$ cat src/design/wah_pkg.sv
// ---------------------------------------------------------------------------
// wah_pkg: windowed amplitude histogram shared types and constants
// Payload structs, register indexes, controller states and cell control.
// ---------------------------------------------------------------------------
package wah_pkg;

  localparam int MAX_BINS    = 32;
  localparam int SAMPLE_BITS = 16;

  localparam int BIN_W   = $clog2(MAX_BINS);
  localparam int M_W     = $clog2(MAX_BINS + 1);
  localparam int PROD_W  = SAMPLE_BITS + M_W;
  localparam int COUNT_W = 16;
  localparam int WIN_W   = 20;
  localparam int CFG_M_W = 6;
  localparam int CFG_N_W = 16;
  localparam int CFG_W   = 16;

  localparam logic [COUNT_W-1:0] COUNT_MAX = '1;
  localparam logic [WIN_W-1:0]   WIN_MAX   = '1;

  localparam logic [CFG_M_W-1:0] BINS_RESET = CFG_M_W'(16);
  localparam logic [CFG_N_W-1:0] LEN_RESET  = CFG_N_W'(1024);

  typedef enum logic [0:0] {
    REG_BIN_COUNT  = 1'b0,
    REG_WINDOW_LEN = 1'b1
  } cfg_reg_e;

  typedef enum logic [0:0] {
    ST_IDLE = 1'b0,
    ST_EMIT = 1'b1
  } state_e;

  typedef struct packed {
    logic signed [SAMPLE_BITS-1:0] sample;
    logic                          final_sample;
  } in_item_t;

  typedef struct packed {
    logic [WIN_W-1:0]   window_index;
    logic [4:0]         bin_index;
    logic [COUNT_W-1:0] bin_total;
    logic               run_end;
  } out_item_t;

  typedef struct packed {
    logic             inc;
    logic [BIN_W-1:0] bin;
    logic             shift;
    logic             clear;
  } cell_ctrl_t;

endpackage

$ cat src/design/wah_binner.sv
// ---------------------------------------------------------------------------
// wah_binner: amplitude bin lookup
// Maps a signed sample to bin (u*m - 1) >> SAMPLE_BITS; flags u == 0.
// ---------------------------------------------------------------------------
module wah_binner (
  input  logic signed [wah_pkg::SAMPLE_BITS-1:0] sample_i,
  input  logic [wah_pkg::M_W-1:0]                bins_i,
  output logic                                   hit_o,
  output logic [wah_pkg::BIN_W-1:0]              bin_o
);
  import wah_pkg::*;

  logic [SAMPLE_BITS-1:0] u;
  logic [PROD_W-1:0]      prod;
  logic [PROD_W-1:0]      prod_m1;

  // offset binary: u = sample + 2^(S-1)
  assign u       = {~sample_i[SAMPLE_BITS-1], sample_i[SAMPLE_BITS-2:0]};
  assign prod    = PROD_W'(u) * PROD_W'(bins_i);
  assign prod_m1 = prod - PROD_W'(1);
  assign hit_o   = (u != '0);
  assign bin_o   = prod_m1[SAMPLE_BITS +: BIN_W];

endmodule

$ cat src/design/wah_cell.sv
// ---------------------------------------------------------------------------
// wah_cell: one bin counter of the chain
// Counts hits on its bin, saturating; shifts towards bin 0 while draining.
// ---------------------------------------------------------------------------
module wah_cell (
  input  logic                            clk_i,
  input  logic                            rst_ni,
  input  wah_pkg::cell_ctrl_t             ctrl_i,
  input  logic [wah_pkg::BIN_W-1:0]       cell_idx_i,
  input  logic [wah_pkg::COUNT_W-1:0]     nbr_i,
  output logic [wah_pkg::COUNT_W-1:0]     count_o
);
  import wah_pkg::*;

  logic [COUNT_W-1:0] count_q, count_d;

  always_comb begin
    count_d = count_q;
    priority if (ctrl_i.clear) begin
      count_d = '0;
    end else if (ctrl_i.shift) begin
      count_d = nbr_i;
    end else if (ctrl_i.inc && ctrl_i.bin == cell_idx_i && count_q != COUNT_MAX) begin
      count_d = count_q + COUNT_W'(1);
    end
  end

  always_ff @(posedge clk_i or negedge rst_ni) begin
    if (!rst_ni) begin
      count_q <= '0;
    end else begin
      count_q <= count_d;
    end
  end

  assign count_o = count_q;

endmodule

$ cat src/design/windowed_amplitude_histogram.sv
// ---------------------------------------------------------------------------
// windowed_amplitude_histogram: per-window amplitude bin counts
// Throughput: one sample per cycle while no window closes.
// A closing window drains m results, one per cycle while out_stall_i is low, from
// the cycle after the closing sample; a final sample on an exactly full window drains 2m.
// Input stalls while draining; cost is set by the shift chain of bin cells.
// Reset: counters, fill and window index cleared; m = 16, n = 1024.
// ---------------------------------------------------------------------------
module windowed_amplitude_histogram (
  input  logic                          clk_i,
  input  logic                          rst_ni,
  input  logic                          cfg_we_i,
  input  logic [0:0]                    cfg_idx_i,
  input  logic [wah_pkg::CFG_W-1:0]     cfg_data_i,
  input  logic                          in_valid_i,
  output logic                          in_stall_o,
  input  wah_pkg::in_item_t             in_data_i,
  output logic                          out_valid_o,
  input  logic                          out_stall_i,
  output wah_pkg::out_item_t            out_data_o
);
  import wah_pkg::*;

  logic [CFG_M_W-1:0] bins_cfg_q;
  logic [CFG_N_W-1:0] len_cfg_q;
  logic [M_W-1:0]     m_eff;
  logic [CFG_N_W-1:0] n_eff;

  state_e             state_q, state_d;
  logic [BIN_W-1:0]   emit_cnt_q, emit_cnt_d;
  logic               kind_final_q, kind_final_d;
  logic               pend_final_q, pend_final_d;
  logic [WIN_W-1:0]   win_q, win_d;
  logic [COUNT_W-1:0] fill_q, fill_d;

  logic               in_acc, out_acc;
  logic               bin_hit;
  logic [BIN_W-1:0]   bin_sel;
  logic [COUNT_W-1:0] fill_next;
  logic               win_full;
  logic               last_bin;
  logic               drain_done;
  cell_ctrl_t         ctrl;
  logic [COUNT_W-1:0] cnt [MAX_BINS];

  // configuration
  always_ff @(posedge clk_i or negedge rst_ni) begin
    if (!rst_ni) begin
      bins_cfg_q <= BINS_RESET;
      len_cfg_q  <= LEN_RESET;
    end else if (cfg_we_i) begin
      unique case (cfg_reg_e'(cfg_idx_i))
        REG_BIN_COUNT:  bins_cfg_q <= cfg_data_i[CFG_M_W-1:0];
        REG_WINDOW_LEN: len_cfg_q  <= cfg_data_i[CFG_N_W-1:0];
        default: ;
      endcase
    end
  end

  always_comb begin
    priority if (bins_cfg_q == '0) begin
      m_eff = M_W'(1);
    end else if (bins_cfg_q > CFG_M_W'(MAX_BINS)) begin
      m_eff = M_W'(MAX_BINS);
    end else begin
      m_eff = M_W'(bins_cfg_q);
    end
  end

  assign n_eff = (len_cfg_q == '0) ? CFG_N_W'(1) : len_cfg_q;

  wah_binner u_binner (
    .sample_i (in_data_i.sample),
    .bins_i   (m_eff),
    .hit_o    (bin_hit),
    .bin_o    (bin_sel)
  );

  assign in_acc     = in_valid_i && !in_stall_o;
  assign out_acc    = out_valid_o && !out_stall_i;
  assign fill_next  = (fill_q == COUNT_MAX) ? fill_q : fill_q + COUNT_W'(1);
  assign win_full   = fill_next >= n_eff;
  assign last_bin   = ({1'b0, emit_cnt_q} == m_eff - M_W'(1));
  assign drain_done = out_acc && last_bin;

  assign ctrl.inc   = in_acc && bin_hit;
  assign ctrl.bin   = bin_sel;
  assign ctrl.shift = out_acc;
  assign ctrl.clear = drain_done;

  // bin cells: cell 0 feeds the output, zeros enter at the far end
  for (genvar i = 0; i < MAX_BINS; i++) begin : g_cell
    logic [COUNT_W-1:0] nbr;
    if (i == MAX_BINS - 1) begin : g_tail
      assign nbr = '0;
    end else begin : g_body
      assign nbr = cnt[i+1];
    end
    wah_cell u_cell (
      .clk_i      (clk_i),
      .rst_ni     (rst_ni),
      .ctrl_i     (ctrl),
      .cell_idx_i (BIN_W'(i)),
      .nbr_i      (nbr),
      .count_o    (cnt[i])
    );
  end

  // next state
  always_comb begin
    state_d = state_q;
    unique case (state_q)
      ST_IDLE: if (in_acc && (win_full || in_data_i.final_sample)) state_d = ST_EMIT;
      ST_EMIT: if (drain_done && !pend_final_q) state_d = ST_IDLE;
      default: state_d = ST_IDLE;
    endcase
  end

  // handshake outputs
  always_comb begin
    in_stall_o  = 1'b1;
    out_valid_o = 1'b0;
    unique case (state_q)
      ST_IDLE: in_stall_o  = 1'b0;
      ST_EMIT: out_valid_o = 1'b1;
      default: ;
    endcase
  end

  // datapath
  always_comb begin
    emit_cnt_d   = emit_cnt_q;
    kind_final_d = kind_final_q;
    pend_final_d = pend_final_q;
    win_d        = win_q;
    fill_d       = fill_q;
    if (in_acc) begin
      emit_cnt_d = '0;
      if (win_full || in_data_i.final_sample) begin
        fill_d = '0;
      end else begin
        fill_d = fill_next;
      end
      // a full window drains first; the final one (if any) follows
      kind_final_d = !win_full;
      pend_final_d = win_full && in_data_i.final_sample;
    end
    if (out_acc) begin
      emit_cnt_d = emit_cnt_q + BIN_W'(1);
    end
    if (drain_done) begin
      emit_cnt_d = '0;
      if (kind_final_q) begin
        win_d = '0;
      end else begin
        if (win_q != WIN_MAX) win_d = win_q + WIN_W'(1);
        if (pend_final_q) begin
          kind_final_d = 1'b1;
          pend_final_d = 1'b0;
        end
      end
    end
  end

  always_ff @(posedge clk_i or negedge rst_ni) begin
    if (!rst_ni) begin
      state_q      <= ST_IDLE;
      emit_cnt_q   <= '0;
      kind_final_q <= 1'b0;
      pend_final_q <= 1'b0;
      win_q        <= '0;
      fill_q       <= '0;
    end else begin
      state_q      <= state_d;
      emit_cnt_q   <= emit_cnt_d;
      kind_final_q <= kind_final_d;
      pend_final_q <= pend_final_d;
      win_q        <= win_d;
      fill_q       <= fill_d;
    end
  end

  assign out_data_o.window_index = win_q;
  assign out_data_o.bin_index    = 5'(emit_cnt_q);
  assign out_data_o.bin_total    = cnt[0];
  assign out_data_o.run_end      = last_bin && !pend_final_q;

`ifndef NO_ASSERTIONS
  a_end_idles: assert property (@(posedge clk_i) disable iff (!rst_ni)
    (out_acc && out_data_o.run_end) |=> !out_valid_o)
    else $error("result after run end");

  a_bin_in_range: assert property (@(posedge clk_i) disable iff (!rst_ni)
    out_valid_o |-> ({1'b0, emit_cnt_q} < m_eff))
    else $error("bin index beyond bin count");

  a_cleared_after_drain: assert property (@(posedge clk_i) disable iff (!rst_ni)
    drain_done |=> (cnt[0] == '0))
    else $error("counters not cleared after drain");

  a_no_take_while_drain: assert property (@(posedge clk_i) disable iff (!rst_ni)
    out_valid_o |-> in_stall_o)
    else $error("input taken while draining");
`endif

endmodule
$ cat config.mk
export PLATFORM = sky130hd
export DESIGN_NAME = windowed_amplitude_histogram
export DESIGN_NICKNAME = d
export VERILOG_FILES = /design/src/design/wah_pkg.sv /design/src/design/wah_binner.sv /design/src/design/wah_cell.sv /design/src/design/windowed_amplitude_histogram.sv
export SDC_FILE = /design/constraint.sdc
export NUM_CORES = 2
export LEC_CHECK = 0
export ABC_AREA = 1
export BUFFER_PORTS_ARGS = -buffer_cell sky130_fd_sc_hd__buf_2
export CAP_MARGIN = 15
export CORE_ASPECT_RATIO = 0.6
export CORE_UTILIZATION = 50
export CTS_BUF_LIST = sky130_fd_sc_hd__clkbuf_8
export CTS_CLUSTER_SIZE = 25
export DETAILED_ROUTE_END_ITERATION = 8
export PLACE_DENSITY = 0.62
export SETUP_SLACK_MARGIN = 0.2
export SYNTH_ARGS = -nofsm -noshare
export SYNTH_HDL_FRONTEND = slang
export SYNTH_SLANG_ARGS = --single-unit
$ cat constraint.sdc
create_clock -name clk_i -period 5.8 [get_ports clk_i]
set_input_delay 0.87 -clock clk_i [delete_from_list [all_inputs] [get_ports clk_i]]
set_output_delay 0.87 -clock clk_i [all_outputs]
set_load 0.01 [all_outputs]
Yosys cells after proc, flatten, opt, wreduce, memory -nomap -nowiden:

Cells that the tools add are included.

* register bits after elaboration: 578
* bits in latches: 0
* memory bits (writable): 0
* bits in read-only memories: 0
* input port bits: 39
* output and inout port bits: 44
* word-level logic and storage cells: 384
* memories: 0

* add/sub/neg operators: 37
* multiply operators: 1
* divide/modulo/power cells: 0
* magnitude comparators: 2
* equal/unequal tests: 66
* shifts and indexed selects: 0
* muxes and demuxes: 118
* bitwise gates (word level): 3
* reduce and logical (&&, ||, !) cells: 117

Operators by type and width (number)
* 16-bit two-way mux: 99
* 16-bit by 1-bit adder with 16-bit output (second input constant): 33
* 16-bit inequality test (second input constant): 32
* 3-bit nonzero test: 33
* 5-bit == test (second input constant): 16
* 1-bit logical AND: 72
* 5-bit by 4-bit == test with 1-bit output (second input constant): 8
* 20-bit two-way mux: 2
* 16-bit by 6-bit multiplier with 21-bit output: 1
* 21-bit by 1-bit subtractor with 21-bit output (second input constant): 1
* 20-bit by 1-bit adder with 20-bit output (second input constant): 1
* 5-bit by 3-bit == test with 1-bit output (second input constant): 4
* 20-bit inequality test (second input constant): 1
* 16-bit == test (second input constant): 1
* 16-bit greater-or-equal comparator: 1
* 16-bit zero test: 1
* 16-bit nonzero test: 1
* 5-bit two-way mux: 3
* 6-bit two-way mux: 2
* 1-bit two-way mux: 11
* 5-bit by 2-bit == test with 1-bit output (second input constant): 2
* 5-bit by 6-bit == test with 1-bit output: 1
* 6-bit > comparator (second input constant): 1
* 6-bit zero test: 1
* 10 further kinds: 16

Longest topological paths before layout:

* word-level depth: 11
* gate-level depth with buffers: 31
* gate-level depth less buffers: 28

Modules after synthesis:

A second synthesis with hierarchy kept.

* cells, all modules: 8138
* area total of the unflattened synthesis: 52046.2 µm²

By module, submodules not included
* wah_cell: instances 32, cells each 217, area each 1377.6 µm², seq. area each 400.4 µm²
* windowed_amplitude_histogram: instances 1, cells each 635, area each 4454.3 µm², seq. area each 1654.1 µm²
* wah_binner: instances 1, cells each 559, area each 3509.6 µm², seq. area each 0.0 µm²

Worst setup path before layout:

Ideal clock, no wire load.

* path type: input port to flip-flop
* from: in in_data_i[11] (netlist bit)
* to: reg g_cell[31].u_cell.count_q[10]
* setup time: 0.118 ns
* data arrival time: 5.158 ns
* data required time: 5.682 ns
* setup slack: 0.524 ns
* cell stages on the path: 27
* path buffers: 2
* path through: inv_1 nor2_1 fa_1 inv_1 fa_1 inv_1 fa_1 inv_1 fa_1 inv_1 ha_1 nand2_1 inv_1 nand2_1 nand2_1 nand2_1 nand3_1 nor2_1 nand2_1 nand2_1 nand2_2 nor2_4 buf_8 nand4_2 buf_2 nand3_1 nand2_1

* cells in the longest elaborated chain, start to end: 6
* elaborated cells between the ends (all ways): 8
* classes of those cells: add/sub (1); mul (1); eq/ne (1); reduce/logical (5)

RTL lines
* start, declared: line windowed_amplitude_histogram.sv:17 `input wah_pkg::in_item_t in_data_i,`
* 16-bit by 6-bit multiplier with 21-bit output: line wah_binner.sv:19 `assign prod = PROD_W'(u) * PROD_W'(bins_i);`
* 21-bit by 1-bit subtractor with 21-bit output: line wah_binner.sv:20 `assign prod_m1 = prod - PROD_W'(1);`
* 5-bit == test: line wah_cell.sv:23 `end else if (ctrl_i.inc && ctrl_i.bin == cell_idx_i && count_q != COUNT_MAX) begin`
* 1-bit logical AND (*) (2 in a row): line wah_cell.sv:23
* 3-bit nonzero test (no source line) (*)
* end signal, assigned: line wah_cell.sv:32 `count_q <= count_d;`
* end, declared: line wah_cell.sv:15 `logic [COUNT_W-1:0] count_q, count_d;`

Every way passes the cells marked *; elsewhere a longest branch is shown, timed or not.
A chain may end at the register's enable or synchronous reset.

Final worst setup path:

* from: reg bins_cfg_q[5]
* to: reg g_cell[15].u_cell.count_q[13]

* cells in the longest elaborated chain, start to end: 9
* elaborated cells between the ends (all ways): 14
* classes of those cells: add/sub (2); mul (1); order compare (1); eq/ne (2); mux (3); reduce/logical (5)

RTL lines
* start, declared: line windowed_amplitude_histogram.sv:24 `logic [CFG_M_W-1:0] bins_cfg_q;`
* start signal, assigned: line windowed_amplitude_histogram.sv:53 `REG_BIN_COUNT: bins_cfg_q <= cfg_data_i[CFG_M_W-1:0];`
* 6-bit > comparator: line windowed_amplitude_histogram.sv:63 `end else if (bins_cfg_q > CFG_M_W'(MAX_BINS)) begin`
* 6-bit two-way mux: line windowed_amplitude_histogram.sv:63
* 6-bit two-way mux (*): line windowed_amplitude_histogram.sv:61 `priority if (bins_cfg_q == '0) begin`
* 16-bit by 6-bit multiplier with 21-bit output: line wah_binner.sv:19
* 21-bit by 1-bit subtractor with 21-bit output: line wah_binner.sv:20
* 5-bit by 4-bit == test with 1-bit output: line wah_cell.sv:23
* 1-bit logical AND (2 in a row): line wah_cell.sv:23
* 3-bit nonzero test (no source line)
* end signal, assigned: line wah_cell.sv:32
* end, declared: line wah_cell.sv:15

Marked as above.

==> impl_metrics.csv <==
group,metric,value,unit
hold_path,holdCritPathClass,"in2async",
detailed_routing,drtAntennaViolNets,0,
place,hpwl,80.8,mm
clock_tree,clockBufferDepth,3,
die,ios,83,
synthesis,yosys_most_used_dff,"dfrtp_1",
setup_path,rr_worst_depth,25,
final_layout,area_delta_synth_final,10.2,%
synthesis,synth_seq_cells,578,
sta,post-route-period-util,92.6,%
setup_path,worstSetupEndpointType,"register",
clock_tree,root_buffer,"clkbuf_8",
synthesis,netlist_area,43000,um^2
clock_tree,cts_htree_levels,3,
sta,slew-limit-headroom,29.3,%
final_layout,ff_latch_area,14500,um^2
synthesis,synth_top_family_by_area,"simple AND/OR/NAND/NOR gates",
clock_tree,clkTransAtPathRegs,0.06,ns
global_route,antenna_found_initial,2,
synthesis,synth.avg_cell_area,6.91,um^2
flow_run,drv_cap,0,
sta,setup_violations,0,
synthesis,synthXorXnorAreaFrac,5.31,%
setup_path,required,6.45,ns
detailed_routing,wl_per_cell,16.3,um
place,place_congestion,0.883,
detailed_routing,drc,0,
global_route,grt_max_degree,185,
detailed_routing,vias_per_cell,5.51,
detailed_routing,via_count,41200,
setup_path,max_stage_delay,0.55,ns
synthesis,synthTopCellsByArea,"dfrtp_1, nand2_1, nand3_1, inv_1, xor2_1",
setup_path,start_kind,"register",
synthesis,async_flop_share,100,%
detailed_routing,drtIter0Drc,3697,
global_route,grtUsageTotal,27.8,%
setup_path,worstReg2RegEnd,"g_cell[15].u_cell.count_o[13]$_DFFE_PN0P_",
global_route,grt_pass1_vias,37400,
setup_path,cp_max_fo,12,
clock_tree,cts_made_buffers,97,
setup_path,slowest_stage,"fa_1",
synthesis,synth_top_area_cell,"dfrtp_1",
synthesis,syn_nets,6419,
synthesis,synth_top_area_share,33.5,%
clock_tree,clock_sinks,578,
place,port_buffers,82,
setup_path,rrSetupSlack,0.43,ns
die,dieArea,87300,um^2
power,p_leak,23.0,nW
synthesis,synth.distinct_cells,56,
status,status,"finished, final reports clean",
global_route,grt_overflow_total,0,
sta,hold_violations,0,
setup_path,timing.rr.start,"bins_cfg_q[5]$_DFFE_PN0P_",
sta,skew,0.0403,ns
place,place_area,45100,um^2
synthesis,yosysSeqAreaShare,33.6,%
power,p_per_area,508,nW/um^2
setup_path,critical_path.most_common_cell,"fa_1",
final_layout,multi_input_area,25000,um^2
sta,fin_crit,5.37,ns
synthesis,synth-simple-area-share,36.9,%
synthesis,synthMuxAreaShare,0.0262,%
die,start_util,51.0,%
sta,max_freq,186,MHz
synthesis,netlist_instances,6226,
synthesis,synth_edf_count,0,
detailed_routing,drt-total-wl,122,mm
synthesis,yosysMostFrequentCell,"nand2_1",
die,num_rows,82,
final_layout,drive_gt1_share,8.08,%
sta,grt_setup_unrepaired,"false",
sta,maxSlewViolCount,0,
setup_path,crit_type,"reg2reg",
die,die_h,229,um
synthesis,synth_compound_area_share,9.95,%
setup_path,critPathArrivalTime,6.02,ns
global_route,grt_pass1_wl,202,mm
synthesis,synth_fa_ha_area_share,5.47,%
final_layout,fin_area,47400,um^2
die,fp.dieW,381,um
synthesis,ys_warn_count,0,
detailed_routing,dr.pass1.iters,6,
final_layout,fillers,8255,
sta,worst_slew_pin_slew,1.06,ns
power,irDropWorstVdd,0.485,mV
final_layout,nets,6451,
synthesis,synth_commonest_cells,"nand2_1, nand3_1, inv_1",
clock_tree,cts_tree,"done",
sta,setup_tns,0,ns
die,core-area,84300,um^2
clock_tree,clk_latency,0.80,ns
## kinds of logic (layout without fill, tap and decap cells)
logic type,count (synthesis),after routing
and+or+nand+nor,3568,3568
buffers and inverters,900,1010
AOI/OAI and AO/OA,764,764
DFF,578,578
xor gates and xnor gates,261,261
adders and majority gates,154,154
muxes,1,1
other,0,3
## worst max-delay path by stage
stage,from,endpoint,slack [ns],depth (start not counted)
2_1_floorplan,in_data_i[11],g_cell[31].u_cell.count_o[10]$_DFFE_PN0P_,0.52,27
3_5_place_dp,in_data_i[11],g_cell[15].u_cell.count_o[9]$_DFFE_PN0P_,0.06,26
4_1_cts,bins_cfg_q[4]$_DFFE_PN1P_,g_cell[15].u_cell.count_o[9]$_DFFE_PN0P_,0.24,25
3_3_place_gp,in_data_i[12],g_cell[8].u_cell.count_o[14]$_DFFE_PN0P_,0.12,25
6_report,bins_cfg_q[5]$_DFFE_PN0P_,g_cell[15].u_cell.count_o[13]$_DFFE_PN0P_,0.43,25
5_1_grt,bins_cfg_q[5]$_DFFE_PN0P_,g_cell[15].u_cell.count_o[9]$_DFFE_PN0P_,0.18,25
## per-layer routing
| layer | vias up | global-route usage, % | part of all wire (%) |
|---|---|---|---|
| li1 | 20500 | - | - |
| met1 | 19400 | 45.8 | 53 |
| met2 | 1191 | 36.2 | 38 |
| met3 | 140 | 5.38 | 7.4 |
| met4 | 0 | 6.05 | 1.5 |
| met5 | - | 0 | 0 |
## power by group
group	internal [mW]	switching [mW]	leakage, nW
Sequential	5.46	1.94	7.60
Clock	2.05	1.86	1.18
Combinational	4.73	8.02	14.2
Total	12.2	11.8	23.0
## placed cells by master (no fill, tap or decap), drive strengths merged, types with 145 or more instances in the layout
master / synthesis / final
a21oi: 212 / 212
nand3: 817 / 817
xor2: 221 / 221
inv: 602 / 637
nor2: 510 / 510
dfrtp: 576 / 576
buf: 153 / 230
nand2: 1924 / 1924
nand4: 145 / 145
o21ai: 333 / 333
## critical path, delay by kind of cell (launching register included)
family	cells	cell delay [ns]
and+or+nand+nor	12	1.39
AOI/OAI and AO/OA	1	0.14
buffers and inverters	7	0.97
DFF	1	0.39
adders and majority gates	5	2.32
## flip-flops by register name, indices dropped and copies added, names as in the netlist
| register | flops |
|---|---|
| g_cell.u_cell.count_o | 512 |
| win_q | 20 |
| fill_q | 16 |
| len_cfg_q | 16 |
| bins_cfg_q | 6 |
| emit_cnt_q | 5 |
| kind_final_q | 1 |
| pend_final_q | 1 |
| state_q | 1 |
## stage by stage
stage | utilization [%] | cells | setup WS, ns | power [mW] | hold WS [ns]
global route | 56.2 | 7473 | 0.175 | 26.0 | 0.114
floorplan | - | 6226 | 0.524 | 15.5 | 0.453
global placement | 53.5 | 7284 | 0.120 | 19.7 | 0.470
CTS | 55.9 | 7461 | 0.244 | 23.9 | 0.0709
detailed placement | 53.5 | 7284 | 0.0580 | 19.9 | 0.475
finish | 56.2 | 7473 | 0.431 | 24.1 | 0.0662
## what timing repair did
action,CTS,global route
resized for setup,0,29
hold buffers,0,0
hold endpoints to repair,0,0
buffers inserted,0,9
setup endpoints to repair,0,512
## area by class of cell
class / count / share of cell area [%]
multi-input cells: 4748 / 52.7
flip-flops and latches: 578 / 30.5
inverters: 603 / 4.81
repair buffers: 230 / 4.67
clock buffers: 124 / 3.60
well taps: 1134 / 2.99
clock inverters: 53 / 0.681
diodes: 3 / 0.0158
No activity file was read; power rests on OpenSTA's default activity.
